==> src/sv/cna_pkg.sv <==
// Complex ALU package: operand/result transfer types, kind and status codes,
// pipeline widths and the CORDIC arctangent table. No dependencies.
`default_nettype none

package cna_pkg;

    localparam int DATA_W  = 16;
    localparam int FRAC_W  = 8;
    localparam int KIND_W  = 4;
    localparam int STAT_W  = 2;
    localparam int SUM_W   = 2 * DATA_W + 1;
    localparam int MAG_W   = 2 * DATA_W;
    localparam int QUO_W   = DATA_W + 1;
    localparam int ROOT_W  = DATA_W;
    localparam int CORE_N  = 31;
    localparam int XY_W    = DATA_W + 4;
    localparam int ANG_W   = 34;
    localparam int ANG_RND = 30 - FRAC_W;

    localparam logic [KIND_W-1:0] KIND_ADD  = 4'd0;
    localparam logic [KIND_W-1:0] KIND_SUB  = 4'd1;
    localparam logic [KIND_W-1:0] KIND_MUL  = 4'd2;
    localparam logic [KIND_W-1:0] KIND_DIV  = 4'd3;
    localparam logic [KIND_W-1:0] KIND_NEG  = 4'd4;
    localparam logic [KIND_W-1:0] KIND_CONJ = 4'd5;
    localparam logic [KIND_W-1:0] KIND_MAG  = 4'd6;
    localparam logic [KIND_W-1:0] KIND_ARG  = 4'd7;
    localparam logic [KIND_W-1:0] KIND_EQ   = 4'd8;

    localparam logic [STAT_W-1:0] ST_OK   = 2'd0;
    localparam logic [STAT_W-1:0] ST_DIV0 = 2'd1;
    localparam logic [STAT_W-1:0] ST_SAT  = 2'd2;

    // angles in units of 2^-30 rad
    localparam logic signed [ANG_W-1:0] ANG_PI      = 34'sd3373259426;
    localparam logic signed [ANG_W-1:0] ANG_HALF_PI = 34'sd1686629713;

    localparam logic [31:0] ATAN_TAB [CORE_N] = '{
        32'h3243F6A8, 32'h1DAC6705, 32'h0FADBAFC, 32'h07F56EA6, 32'h03FEAB76,
        32'h01FFD55B, 32'h00FFFAAA, 32'h007FFF55, 32'h003FFFEA, 32'h001FFFFD,
        32'h000FFFFF, 32'h0007FFFF, 32'h0003FFFF, 32'h0001FFFF, 32'h0000FFFF,
        32'h00007FFF, 32'h00003FFF, 32'h00001FFF, 32'h00000FFF, 32'h000007FF,
        32'h000003FF, 32'h000001FF, 32'h000000FF, 32'h0000007F, 32'h0000003F,
        32'h0000001F, 32'h0000000F, 32'h00000008, 32'h00000004, 32'h00000002,
        32'h00000001
    };

    typedef struct packed {
        logic [KIND_W-1:0]        kind;
        logic signed [DATA_W-1:0] a_re;
        logic signed [DATA_W-1:0] a_im;
        logic signed [DATA_W-1:0] b_re;
        logic signed [DATA_W-1:0] b_im;
    } req_t;

    typedef struct packed {
        logic signed [DATA_W-1:0] res_re;
        logic signed [DATA_W-1:0] res_im;
        logic [STAT_W-1:0]        status;
        logic                     is_equal;
    } rsp_t;

    typedef struct packed {
        logic              valid;
        logic [KIND_W-1:0] kind;
        logic              neg_re;
        logic              neg_im;
        logic [MAG_W-1:0]  mag_re;
        logic [MAG_W-1:0]  mag_im;
        logic              den_zero;
        logic              eq;
    } side_t;

    typedef struct packed {
        side_t                    side;
        logic [MAG_W-1:0]         den;
        logic signed [DATA_W-1:0] a_re;
        logic signed [DATA_W-1:0] a_im;
    } front_t;

endpackage

`default_nettype wire

==> src/sv/cna_sqrt.sv <==
// Complex ALU integer square root: one result bit per radicand bit pair in each of the
// first ROOT_W register stages. Depends on cna_pkg.
`default_nettype none

module cna_sqrt
    import cna_pkg::*;
(
    input  logic              clk,
    input  logic              en,
    input  logic [MAG_W-1:0]  rad,
    output logic [ROOT_W-1:0] root
);

    typedef struct packed {
        logic [MAG_W-1:0] v;
        logic [MAG_W-1:0] r;
    } sq_t;

    sq_t st_in;
    sq_t st_reg [CORE_N];

    assign st_in.v = rad;
    assign st_in.r = '0;

    for (genvar i = 0; i < CORE_N; i++)
    begin : g_stage
        sq_t cur;
        sq_t st_next;

        if (i == 0)
        begin : g_first
            assign cur = st_in;
        end
        else
        begin : g_rest
            assign cur = st_reg[i-1];
        end

        if (i < ROOT_W)
        begin : g_step
            localparam logic [MAG_W-1:0] BIT = MAG_W'(1) << (MAG_W - 2 - 2 * i);
            logic [MAG_W-1:0] t;

            assign t = cur.r + BIT;

            always_comb
            begin
                if (cur.v >= t)
                begin
                    st_next.v = cur.v - t;
                    st_next.r = (cur.r >> 1) + BIT;
                end
                else
                begin
                    st_next.v = cur.v;
                    st_next.r = cur.r >> 1;
                end
            end
        end
        else
        begin : g_pass
            assign st_next = cur;
        end

        always_ff @(posedge clk)
        begin
            if (en)
            begin
                st_reg[i] <= st_next;
            end
        end
    end

    assign root = st_reg[CORE_N-1].r[ROOT_W-1:0];

endmodule

`default_nettype wire

==> config.mk <==
export PLATFORM = sky130hd
export DESIGN_NAME = cna_sqrt
export DESIGN_NICKNAME = d
export VERILOG_FILES = /design/src/sv/cna_pkg.sv /design/src/sv/cna_sqrt.sv
export SDC_FILE = /design/constraint.sdc
export NUM_CORES = 1
export LEC_CHECK = 0
export BUFFER_PORTS_ARGS = -buffer_cell sky130_fd_sc_hd__buf_2
export CORE_MARGIN = 10
export CORE_UTILIZATION = 50
export CTS_BUF_LIST = sky130_fd_sc_hd__clkbuf_4
export DETAILED_ROUTE_END_ITERATION = 12
export GPL_TIMING_DRIVEN = 0
export MAX_ROUTING_LAYER = met4
export PLACE_DENSITY = 0.76
export RECOVER_POWER = 50
export SYNTH_ARGS = -nofsm -noshare
export SYNTH_HDL_FRONTEND = slang
export SYNTH_SLANG_ARGS = --single-unit
==> constraint.sdc <==
create_clock -name clk -period 4.5 [get_ports clk]
set_input_delay 0.225 -clock clk [delete_from_list [all_inputs] [get_ports clk]]
set_output_delay 0.225 -clock clk [all_outputs]
set_load 0.02 [all_outputs]
==> out/metrics.yaml <==
ir_worst_vdd_uv: 358
cp.arrival_ps: 4620
antenna_found_initial: 3
synth_edf_count: 856
clock-sinks: 856
startpoint_type: "flip-flop"
cts_buffers: 208
ctsHtreeMaxLevel: 4
drtIter0Drc: 1481
grt_max_degree: 149
syn_avg_cell_area_um2: 14.7
violations: "capacitance limit, slew limit"
ys.flop_type: "edfxtp_1"
async_flop_share_pct: 0
fmax_ghz: 0.257
yosysTopAreaCellShare_pct: 70.9
yosysMostFrequentCell: "edfxtp_1"
met3_usage_pct: 3.93
power-per-cell-area_nw_per_um2: 467
yosysTopAreaCell: "edfxtp_1"
tightest_slew_ps: 3400
hp-class: "primary input to flip-flop"
hold_viol: 0
grt_pass1_vias: 22300
clock_path_buffers: 3
route.detailed.drc: 0
io_buffers: 49
fin_nets: 2978
ys_seq_area_share_pct: 70.9
synth_seq_cells: 856
insertion_delay_ps: 1010
grt_use_met1_pct: 16.2
die_h_um: 289
netlist_area_um2: 36200
dpl_cell_area_um2: 37900
ys_types: 71
vias: 21100
finalSetupViolations: 0
end_kind: "flip-flop"
wirelength_um: 68100
required_ps: 5230
synthCells: 2463
post-dp-hpwl_um: 44600
rsz0062_at_grt: "false"
p_sw_mw: 5.07
r2r_cells: 8
maxSlewHeadroom_pct: -126
start_util_pct: 50.5
cts_resized: 0
ys_warn_count: 0
cts_tree: "yes"
grt_pass1_wl_um: 109000
status: "finished with violations"
clk_pin_slew_worst_paths_ps: 70
grt-ovfl-total: 0
fin_area_um2: 41100
final_max_slew_viol_count: 364
dr.pass1.iters: 7
period_needed_ps: 3900
timing.hold.ws_ps: 234
post_cts_buffers: 0
synthToLayoutAreaGrowth_pct: 13.4
comb_power_share_pct: 13.6
drive_gt1_share_pct: 13.6
skew_ps: 78.3
drtAntennaViolNets: 0
io_pins: 50
grt-busiest-layer: "met2"
synth_area_leaders: "edfxtp_1 (71%), ha_1 (5.2%), xor2_1 (2.6%), xnor2_1 (2.2%), inv_1 (1.8%)"
switching_share_pct: 26.4
track_usage_pct: 16.9
grt_use_met2_pct: 31.1
core-area_um2: 71700
worstSetupPathType: "flip-flop to flip-flop"
hold_depth: 4
wire_per_inst_um: 17.4
cap_viol_max_count: 4
p_seq_share_pct: 53.9
finalSetupTns_ps: 0
rows: 98
synthTopCellsByCount: "edfxtp_1 (856), inv_1 (176), ha_1 (150), nor2_1 (132), a21oi_1 (123)"
viasPerCell: 5.41
cp_max_fo: 8
die_area_um2: 83700
cts-root-buf: "clkbuf_4"
p_int_mw: 14.1
syn-num-nets: 2647
min_period_over_period_pct: 86.6
die-width_um: 289
leakage_nw: 15.2
power_frac_clock_pct: 32.5
largest_reg_flops: 856
gp_congestion: 0.975
[worst max-delay path, stage by stage, from the launching register on]
cell	delay (ps)
edfxtp_1	410
ha_1	360
o21a_1	160
o21ai_0	170
a2111oi_0	1220
a31oi_1	350
o211ai_1	660
nor2_1	140
xor2_1	170
[kinds of logic (layout without fill, tap and decap cells)]
logic type / after synthesis / in the layout / synth area share (%)
flip-flops: 856 / 856 / 70.9
AND/OR/NAND/NOR: 624 / 624 / 9.23
AO/OA/AOI/OAI: 404 / 404 / 6.85
buffers and inverters: 202 / 690 / 2.14
XOR/XNOR: 197 / 197 / 4.76
adder cells (fa/ha/maj): 150 / 150 / 5.18
multiplexers: 30 / 30 / 0.922
other: 0 / 6 / 0
[cell type report]
| type | instances | area [um^2] |
|---|---|---|
| Multi-Input combinational cell | 1405 | 9770 |
| Timing Repair Buffer | 121 | 980 |
| Inverter | 177 | 664 |
| Fill cell | 5409 | 30600 |
| Clock buffer | 299 | 2240 |
| Clock inverter | 68 | 412 |
| Antenna cell | 6 | 15.0 |
| Sequential cell | 856 | 25700 |
| Buffer | 25 | 110 |
| Tap cell | 950 | 1190 |
[metal layers]
metal | vias to the layer above | part of all wire (%)
met4 | 0 | 3.5
li1 | 10200 | -
met2 | 623 | 56
met5 | - | 0
met1 | 10200 | 37
met3 | 163 | 4.3
[layout by cell type (no fill, tap or decap), types with 6 or more instances in the layout]
cell type,netlist,layout
clkbuf_4,0,299
or3_1,35,35
a211oi_1,19,19
buf_2,4,25
o31ai_1,12,12
nor3b_1,7,7
mux2_2,27,27
o21ai_0,109,109
nor4b_1,17,17
a21o_1,26,26
nor3_1,68,68
edfxtp_1,856,856
xnor2_1,91,91
a21oi_1,123,123
xor2_1,106,106
clkinv_1,1,48
o211ai_1,13,13
o21bai_1,8,8
and2_1,9,9
o31a_1,6,6
a31oi_1,12,12
diode_2,0,6
nor4_1,68,68
nand2_1,117,117
nor2_1,132,132
clkinv_2,0,6
inv_1,176,176
nand2b_1,35,35
dlygate4sd3_1,0,66
clkbuf_1,17,44
ha_1,150,150
or4_1,18,18
o21a_1,34,34
or2_2,8,8
clkinv_8,0,6
nand4_1,25,25
nand3_1,25,25
nor2b_1,20,20
nand3b_1,12,12
[stage by stage]
step           setup WS [ps]  utilization, %  total power [mW]  cells
4_1_cts                  664            57.4              19.3   3901
6_report                 604            57.3              19.2   3907
2_1_floorplan           1720               -              12.2   2463
3_3_place_gp           -9140            52.5              13.0   3462
5_1_grt                  483            57.3              20.2   3907
3_5_place_dp             700            52.8              13.0   3468
[power by group through the flow]
stage                     Combinational [mW]  Clock, mW  Sequential (mW)
after floorplan                         1.85          0             10.3
after global placement                  2.40          0             10.6
after detailed placement                2.53          0             10.5
after CTS                               2.59       6.41             10.3
after global routing                    2.91       6.88             10.4
final                                   2.61       6.23             10.3
[what timing repair did]
item | CTS | global route
hold buffers | 66 | 0
endpoints found under the hold margin | 185 | 0
setup endpoints to repair | 0 | 0
[final timing paths]
kind | slack, ps | endpoint | startpoint
max reg2reg | 600 | st_reg[14][55] | st_reg[13][36]
min | 230 | st_reg[0][62] | rad[30]
max | 600 | st_reg[14][55] | st_reg[13][36]
min reg2reg | 360 | st_reg[30][10] | st_reg[29][10]
Power figures use the tool's default switching activity.
