[src/sv/cna_pkg.sv]
// Complex ALU package: operand/result transfer types, kind and status codes,
// pipeline widths and the CORDIC arctangent table. No dependencies.
`default_nettype none

package cna_pkg;

    localparam int DATA_W  = 16;
    localparam int FRAC_W  = 8;
    localparam int KIND_W  = 4;
    localparam int STAT_W  = 2;
    localparam int SUM_W   = 2 * DATA_W + 1;
    localparam int MAG_W   = 2 * DATA_W;
    localparam int QUO_W   = DATA_W + 1;
    localparam int ROOT_W  = DATA_W;
    localparam int CORE_N  = 31;
    localparam int XY_W    = DATA_W + 4;
    localparam int ANG_W   = 34;
    localparam int ANG_RND = 30 - FRAC_W;

    localparam logic [KIND_W-1:0] KIND_ADD  = 4'd0;
    localparam logic [KIND_W-1:0] KIND_SUB  = 4'd1;
    localparam logic [KIND_W-1:0] KIND_MUL  = 4'd2;
    localparam logic [KIND_W-1:0] KIND_DIV  = 4'd3;
    localparam logic [KIND_W-1:0] KIND_NEG  = 4'd4;
    localparam logic [KIND_W-1:0] KIND_CONJ = 4'd5;
    localparam logic [KIND_W-1:0] KIND_MAG  = 4'd6;
    localparam logic [KIND_W-1:0] KIND_ARG  = 4'd7;
    localparam logic [KIND_W-1:0] KIND_EQ   = 4'd8;

    localparam logic [STAT_W-1:0] ST_OK   = 2'd0;
    localparam logic [STAT_W-1:0] ST_DIV0 = 2'd1;
    localparam logic [STAT_W-1:0] ST_SAT  = 2'd2;

    // angles in units of 2^-30 rad
    localparam logic signed [ANG_W-1:0] ANG_PI      = 34'sd3373259426;
    localparam logic signed [ANG_W-1:0] ANG_HALF_PI = 34'sd1686629713;

    localparam logic [31:0] ATAN_TAB [CORE_N] = '{
        32'h3243F6A8, 32'h1DAC6705, 32'h0FADBAFC, 32'h07F56EA6, 32'h03FEAB76,
        32'h01FFD55B, 32'h00FFFAAA, 32'h007FFF55, 32'h003FFFEA, 32'h001FFFFD,
        32'h000FFFFF, 32'h0007FFFF, 32'h0003FFFF, 32'h0001FFFF, 32'h0000FFFF,
        32'h00007FFF, 32'h00003FFF, 32'h00001FFF, 32'h00000FFF, 32'h000007FF,
        32'h000003FF, 32'h000001FF, 32'h000000FF, 32'h0000007F, 32'h0000003F,
        32'h0000001F, 32'h0000000F, 32'h00000008, 32'h00000004, 32'h00000002,
        32'h00000001
    };

    typedef struct packed {
        logic [KIND_W-1:0]        kind;
        logic signed [DATA_W-1:0] a_re;
        logic signed [DATA_W-1:0] a_im;
        logic signed [DATA_W-1:0] b_re;
        logic signed [DATA_W-1:0] b_im;
    } req_t;

    typedef struct packed {
        logic signed [DATA_W-1:0] res_re;
        logic signed [DATA_W-1:0] res_im;
        logic [STAT_W-1:0]        status;
        logic                     is_equal;
    } rsp_t;

    typedef struct packed {
        logic              valid;
        logic [KIND_W-1:0] kind;
        logic              neg_re;
        logic              neg_im;
        logic [MAG_W-1:0]  mag_re;
        logic [MAG_W-1:0]  mag_im;
        logic              den_zero;
        logic              eq;
    } side_t;

    typedef struct packed {
        side_t                    side;
        logic [MAG_W-1:0]         den;
        logic signed [DATA_W-1:0] a_re;
        logic signed [DATA_W-1:0] a_im;
    } front_t;

endpackage

`default_nettype wire

[src/sv/cna_div.sv]
// Complex ALU divider: restoring division, one quotient bit per register stage in the
// first QUO_W stages, floor(num * 2^FRAC_W / den) with overflow flag. Depends on cna_pkg.
`default_nettype none

module cna_div
    import cna_pkg::*;
(
    input  logic             clk,
    input  logic             en,
    input  logic [MAG_W-1:0] num,
    input  logic [MAG_W-1:0] den,
    output logic [QUO_W-1:0] quo,
    output logic             ovf
);

    localparam int REM_W = MAG_W + FRAC_W;
    localparam int CMP_W = MAG_W + QUO_W;
    localparam int OVF_W = MAG_W + QUO_W - FRAC_W;

    typedef struct packed {
        logic [REM_W-1:0] rem;
        logic [MAG_W-1:0] den;
        logic [QUO_W-1:0] q;
        logic             ovf;
    } div_t;

    div_t             st_in;
    div_t             st_reg [CORE_N];
    logic [OVF_W-1:0] nsh;

    // quotient needs more than QUO_W bits when num >= den * 2^(QUO_W - FRAC_W)
    assign nsh = {den, {(QUO_W - FRAC_W){1'b0}}};

    always_comb
    begin
        st_in.rem = {num, {FRAC_W{1'b0}}};
        st_in.den = den;
        st_in.q   = '0;
        st_in.ovf = (OVF_W'(num) >= nsh);
    end

    for (genvar i = 0; i < CORE_N; i++)
    begin : g_stage
        div_t cur;
        div_t st_next;

        if (i == 0)
        begin : g_first
            assign cur = st_in;
        end
        else
        begin : g_rest
            assign cur = st_reg[i-1];
        end

        if (i < QUO_W)
        begin : g_step
            localparam int K = QUO_W - 1 - i;
            logic [CMP_W-1:0] dsh;

            assign dsh = CMP_W'(cur.den) << K;

            always_comb
            begin
                st_next = cur;
                if (CMP_W'(cur.rem) >= dsh)
                begin
                    st_next.rem  = cur.rem - dsh[REM_W-1:0];
                    st_next.q[K] = 1'b1;
                end
            end
        end
        else
        begin : g_pass
            assign st_next = cur;
        end

        always_ff @(posedge clk)
        begin
            if (en)
            begin
                st_reg[i] <= st_next;
            end
        end
    end

    assign quo = st_reg[CORE_N-1].q;
    assign ovf = st_reg[CORE_N-1].ovf;

endmodule

`default_nettype wire

[config.mk]
export PLATFORM = sky130hd
export DESIGN_NAME = cna_div
export DESIGN_NICKNAME = d
export VERILOG_FILES = /design/src/sv/cna_pkg.sv /design/src/sv/cna_div.sv
export SDC_FILE = /design/constraint.sdc
export NUM_CORES = 2
export LEC_CHECK = 0
export BUFFER_PORTS_ARGS = -buffer_cell sky130_fd_sc_hd__buf_2
export CORE_MARGIN = 4
export CORE_UTILIZATION = 31
export CTS_BUF_LIST = sky130_fd_sc_hd__clkbuf_4 sky130_fd_sc_hd__clkbuf_8
export CTS_CLUSTER_SIZE = 40
export DETAILED_ROUTE_END_ITERATION = 12
export PLACE_DENSITY_LB_ADDON = 0.12
export SLEW_MARGIN = 20
export SYNTH_ARGS = -nofsm -noshare
export SYNTH_HDL_FRONTEND = slang
export SYNTH_SLANG_ARGS = --single-unit
[constraint.sdc]
create_clock -name clk -period 5 [get_ports clk]
set_clock_uncertainty 0.15 [all_clocks]
set_input_delay 0.5 -clock clk [delete_from_list [all_inputs] [get_ports clk]]
set_output_delay 0.5 -clock clk [all_outputs]
set_load 0.05 [all_outputs]
==> flow_summary.ini <==
[timing]
slew_violations = 0
final.period_utilization_pct = 95.6
fin_setup_tns_ps = 0
max_slew.worst_pin.slew_ps = 1080
relSlewSlack_pct = 27.2
setup_viol = 0
grt_setup_unrepaired = no
layout_setup_ws_ps = 220
period_needed_ps = 4780
fmax_mhz = 209
hold_viol_final = 0

[yosys]
postSynthCellCount = 6365
syn_area_um2 = 76600
yosysSeqAreaShare_pct = 57.8
synthAdderAreaFrac_pct = 9.07
yosysTopAreaCellShare_pct = 57.8
synthTopCellsByArea = edfxtp_1 58%, ha_1 8.7%, inv_1 3.1%
synth_seq_cells = 1474
yosysUniqueCellTypes = 95
postSynthAreaPerCell_um2 = 12.0
async_reset_ff_share_pct = 0
synth_top_family_by_area = compound AO/OA/AOI/OAI gates
yosysWarnings = 0
synth_edf_count = 1474
synth.mux.area_fraction_pct = 2.64
synth_top_cell_by_area = edfxtp_1
synth_xor_area_share_pct = 4.88
syn_nets = 6977
synth-main-ff-cell = edfxtp_1
synth_compound_gate_area_share_pct = 13.3
synth-simple-area-share_pct = 8.53

[route]
vias = 48700
final_antenna_net_count = 0
wirelength_um = 172000
drtPass1Iterations = 5
wl_per_cell_um = 16.8
drc = 0
drtIter0Drc = 2319
vias_per_cell = 4.76

[power_and_ir_drop]
ir_drop_mv = 0.291
p_int_mw = 27.6
power_density_nw_per_um2 = 462
clkPwrFrac_pct = 28.4
p_comb_share_pct = 29.9
seq_power_share_pct = 41.7
power_leakage_nw = 34.9
netSwitchingFraction_pct = 32.0
switchingPower_mw = 13.0

[finish]
postLayoutCoreUtil_pct = 35.8
largest_register_ffs = 1474
final_cell_area_um2 = 87900
n_fill_cell = 24100
syn_to_final_growth_pct = 14.8
nNetsFinal = 7410
layout-drive-gt1-share_pct = 11.4
final_cell_count_no_fill = 10200

[die]
start_util_pct = 31.2
die_y_um = 505
num_rows = 182
core_area_um2 = 246000
ioPinCount = 84
dieArea_um2 = 255000
die_w_um = 505

[placed_design]
io_buffers = 83
gp_congestion = 0.924
pre_cts_ws_ps = 264
placedInstanceArea_um2 = 81400
placed_cells = 9611
hpwl_um = 127000

[clock_network]
htree_levels = 5
cts_resized = 0
clkSinkCount = 1474
cts_tree = built
clk_latency_ps = 980
cts_max_path_buffers = 4
numCtsBuffers = 299
cts.reportedPaths.clkPinSlew_ps = 60
root_buffer = clkbuf_8

[global_route]
grt-ovfl-total = 0
grt_pass1_wl_um = 273000
grt_usage_pct = 13.2
first_global_vias = 51400
grt_max_degree = 139
antenna_found_initial = 2

[flow_run]
cap_violations = 0

[worst_setup_path]
critPathMaxFanout = 54
reg2regPathDepth = 10
r2r-start = st_reg[0][985]$_DFFE_PP_
cp-start-kind = flop
critPathKind = flop to flop
required_ps = 5520
r2r_slack_ps = 220
end_kind = flop
cp_data_arrival_time_ps = 5300
rr_endpoint = st_reg[0][1055]$_DFFE_PP_

[hold_path]
hold_end = st_reg[0][27]$_DFFE_PP_
hold_class = primary input to flop
holdCritStartpoint = den[9]
min_path_cells = 2

[run_status]
status = finished clean
## worst max-delay path, cell delays in order (launching register included)
cell and delay [ps]:
edfxtp_1 420, ha_1 430, and3_1 210, nand2_1 150, nor4b_1 950, nand4_1 540
and4b_1 410, and4b_1 320, nor2_4 210, buf_12 270, mux2_2 380
## cell usage in the layout, fill, tap and decap left out, types with 113 or more instances in the layout
cell	synthesis	routed
ha_1	530	530
xor2_1	177	177
o21ai_0	442	442
mux2_2	113	113
a21o_1	229	229
a21oi_1	451	450
clkbuf_8	0	302
nor2_1	290	290
xnor2_1	250	250
inv_1	629	629
nand2_1	496	496
edfxtp_1	1474	1474
## power groups by stage
| stage | Combinational [mW] | Clock [mW] | Sequential, mW |
|---|---|---|---|
| 2_1_floorplan | 9.00 | 0 | 16.8 |
| 3_3_place_gp | 12.0 | 0 | 17.2 |
| 3_5_place_dp | 12.1 | 0 | 17.2 |
| 4_1_cts | 12.2 | 12.2 | 16.9 |
| 5_1_grt | 13.6 | 12.8 | 17.1 |
| 6_report | 12.2 | 11.5 | 16.9 |
## metrics by stage
step | power (mW) | hold slack, ps
4_1_cts | 41.4 | 2.99
3_3_place_gp | 29.2 | 251
5_1_grt | 43.5 | 33.4
3_5_place_dp | 29.3 | 255
6_report | 40.6 | 140
2_1_floorplan | 25.8 | 250
## cells by family after synthesis
kind of cell | count (synthesis)
AO/OA/AOI/OAI | 1613
XOR/XNOR | 427
flip-flops | 1474
AND/OR/NAND/NOR | 1370
buffers and inverters | 759
adder cells (fa/ha/maj) | 546
multiplexers | 176
## cell type report
type | instances | area, µm² | area share, %
multi-input cells | 4132 | 29500 | 33.6
well taps | 3220 | 4030 | 4.58
repair buffers | 260 | 2270 | 2.59
flip-flops and latches | 1474 | 44300 | 50.3
clock buffers | 390 | 4820 | 5.48
clock inverters | 107 | 611 | 0.694
inverters | 631 | 2370 | 2.69
diodes | 8 | 20.0 | 0.0228
## cells in the mapped netlist (all sizes together) (11+ instances only)
| master | n |
|---|---|
| mux2i | 17 |
| nor3 | 86 |
| or2 | 23 |
| a31oi | 56 |
| nand3 | 83 |
| a21o | 229 |
| nor2 | 291 |
| o21a | 62 |
| o21ai | 460 |
| nand4 | 84 |
| and3 | 38 |
| nor2b | 76 |
| o21bai | 68 |
| a211o | 17 |
| clkbuf | 82 |
| a211oi | 35 |
| or3 | 22 |
| fa | 16 |
| a221oi | 16 |
| a311oi | 11 |
| a21oi | 455 |
| xor2 | 177 |
| xnor2 | 250 |
| or4 | 16 |
| o31ai | 35 |
| edfxtp | 1474 |
| inv | 631 |
| nand2 | 496 |
| nor4 | 35 |
| ha | 530 |
| o211ai | 23 |
| a2111oi | 14 |
| o31a | 24 |
| o41ai | 12 |
| nand2b | 59 |
| and2 | 14 |
| buf | 46 |
| mux2 | 159 |
## per-layer routing
metal	routed length, µm	up-vias	part of all wire, %	GRT usage, %
met1	64000	22800	37	13.2
met2	91200	896	53	25.3
met5	0	-	0	0
met3	5460	561	3.2	2.27
li1	-	24400	-	-
met4	11300	0	6.6	8.12
## how the worst max path moves through the flow
stage                             startpoint                        end  depth (start not counted)
floorplan           st_reg[0][599]$_DFFE_PP_   st_reg[0][690]$_DFFE_PP_                         14
global placement    st_reg[0][985]$_DFFE_PP_  st_reg[0][1048]$_DFFE_PP_                         10
detailed placement  st_reg[0][985]$_DFFE_PP_  st_reg[0][1048]$_DFFE_PP_                         10
CTS                 st_reg[0][985]$_DFFE_PP_  st_reg[0][1055]$_DFFE_PP_                         10
global route        st_reg[0][985]$_DFFE_PP_  st_reg[0][1055]$_DFFE_PP_                         10
finish              st_reg[0][985]$_DFFE_PP_  st_reg[0][1055]$_DFFE_PP_                         10
## repair_timing
action,4_1_cts,5_1_grt
hold buffers,106,0
buffers inserted,0,0
hold endpoints to repair,159,0
setup endpoints to repair,0,0
No activity file was read; power rests on OpenSTA's default activity.
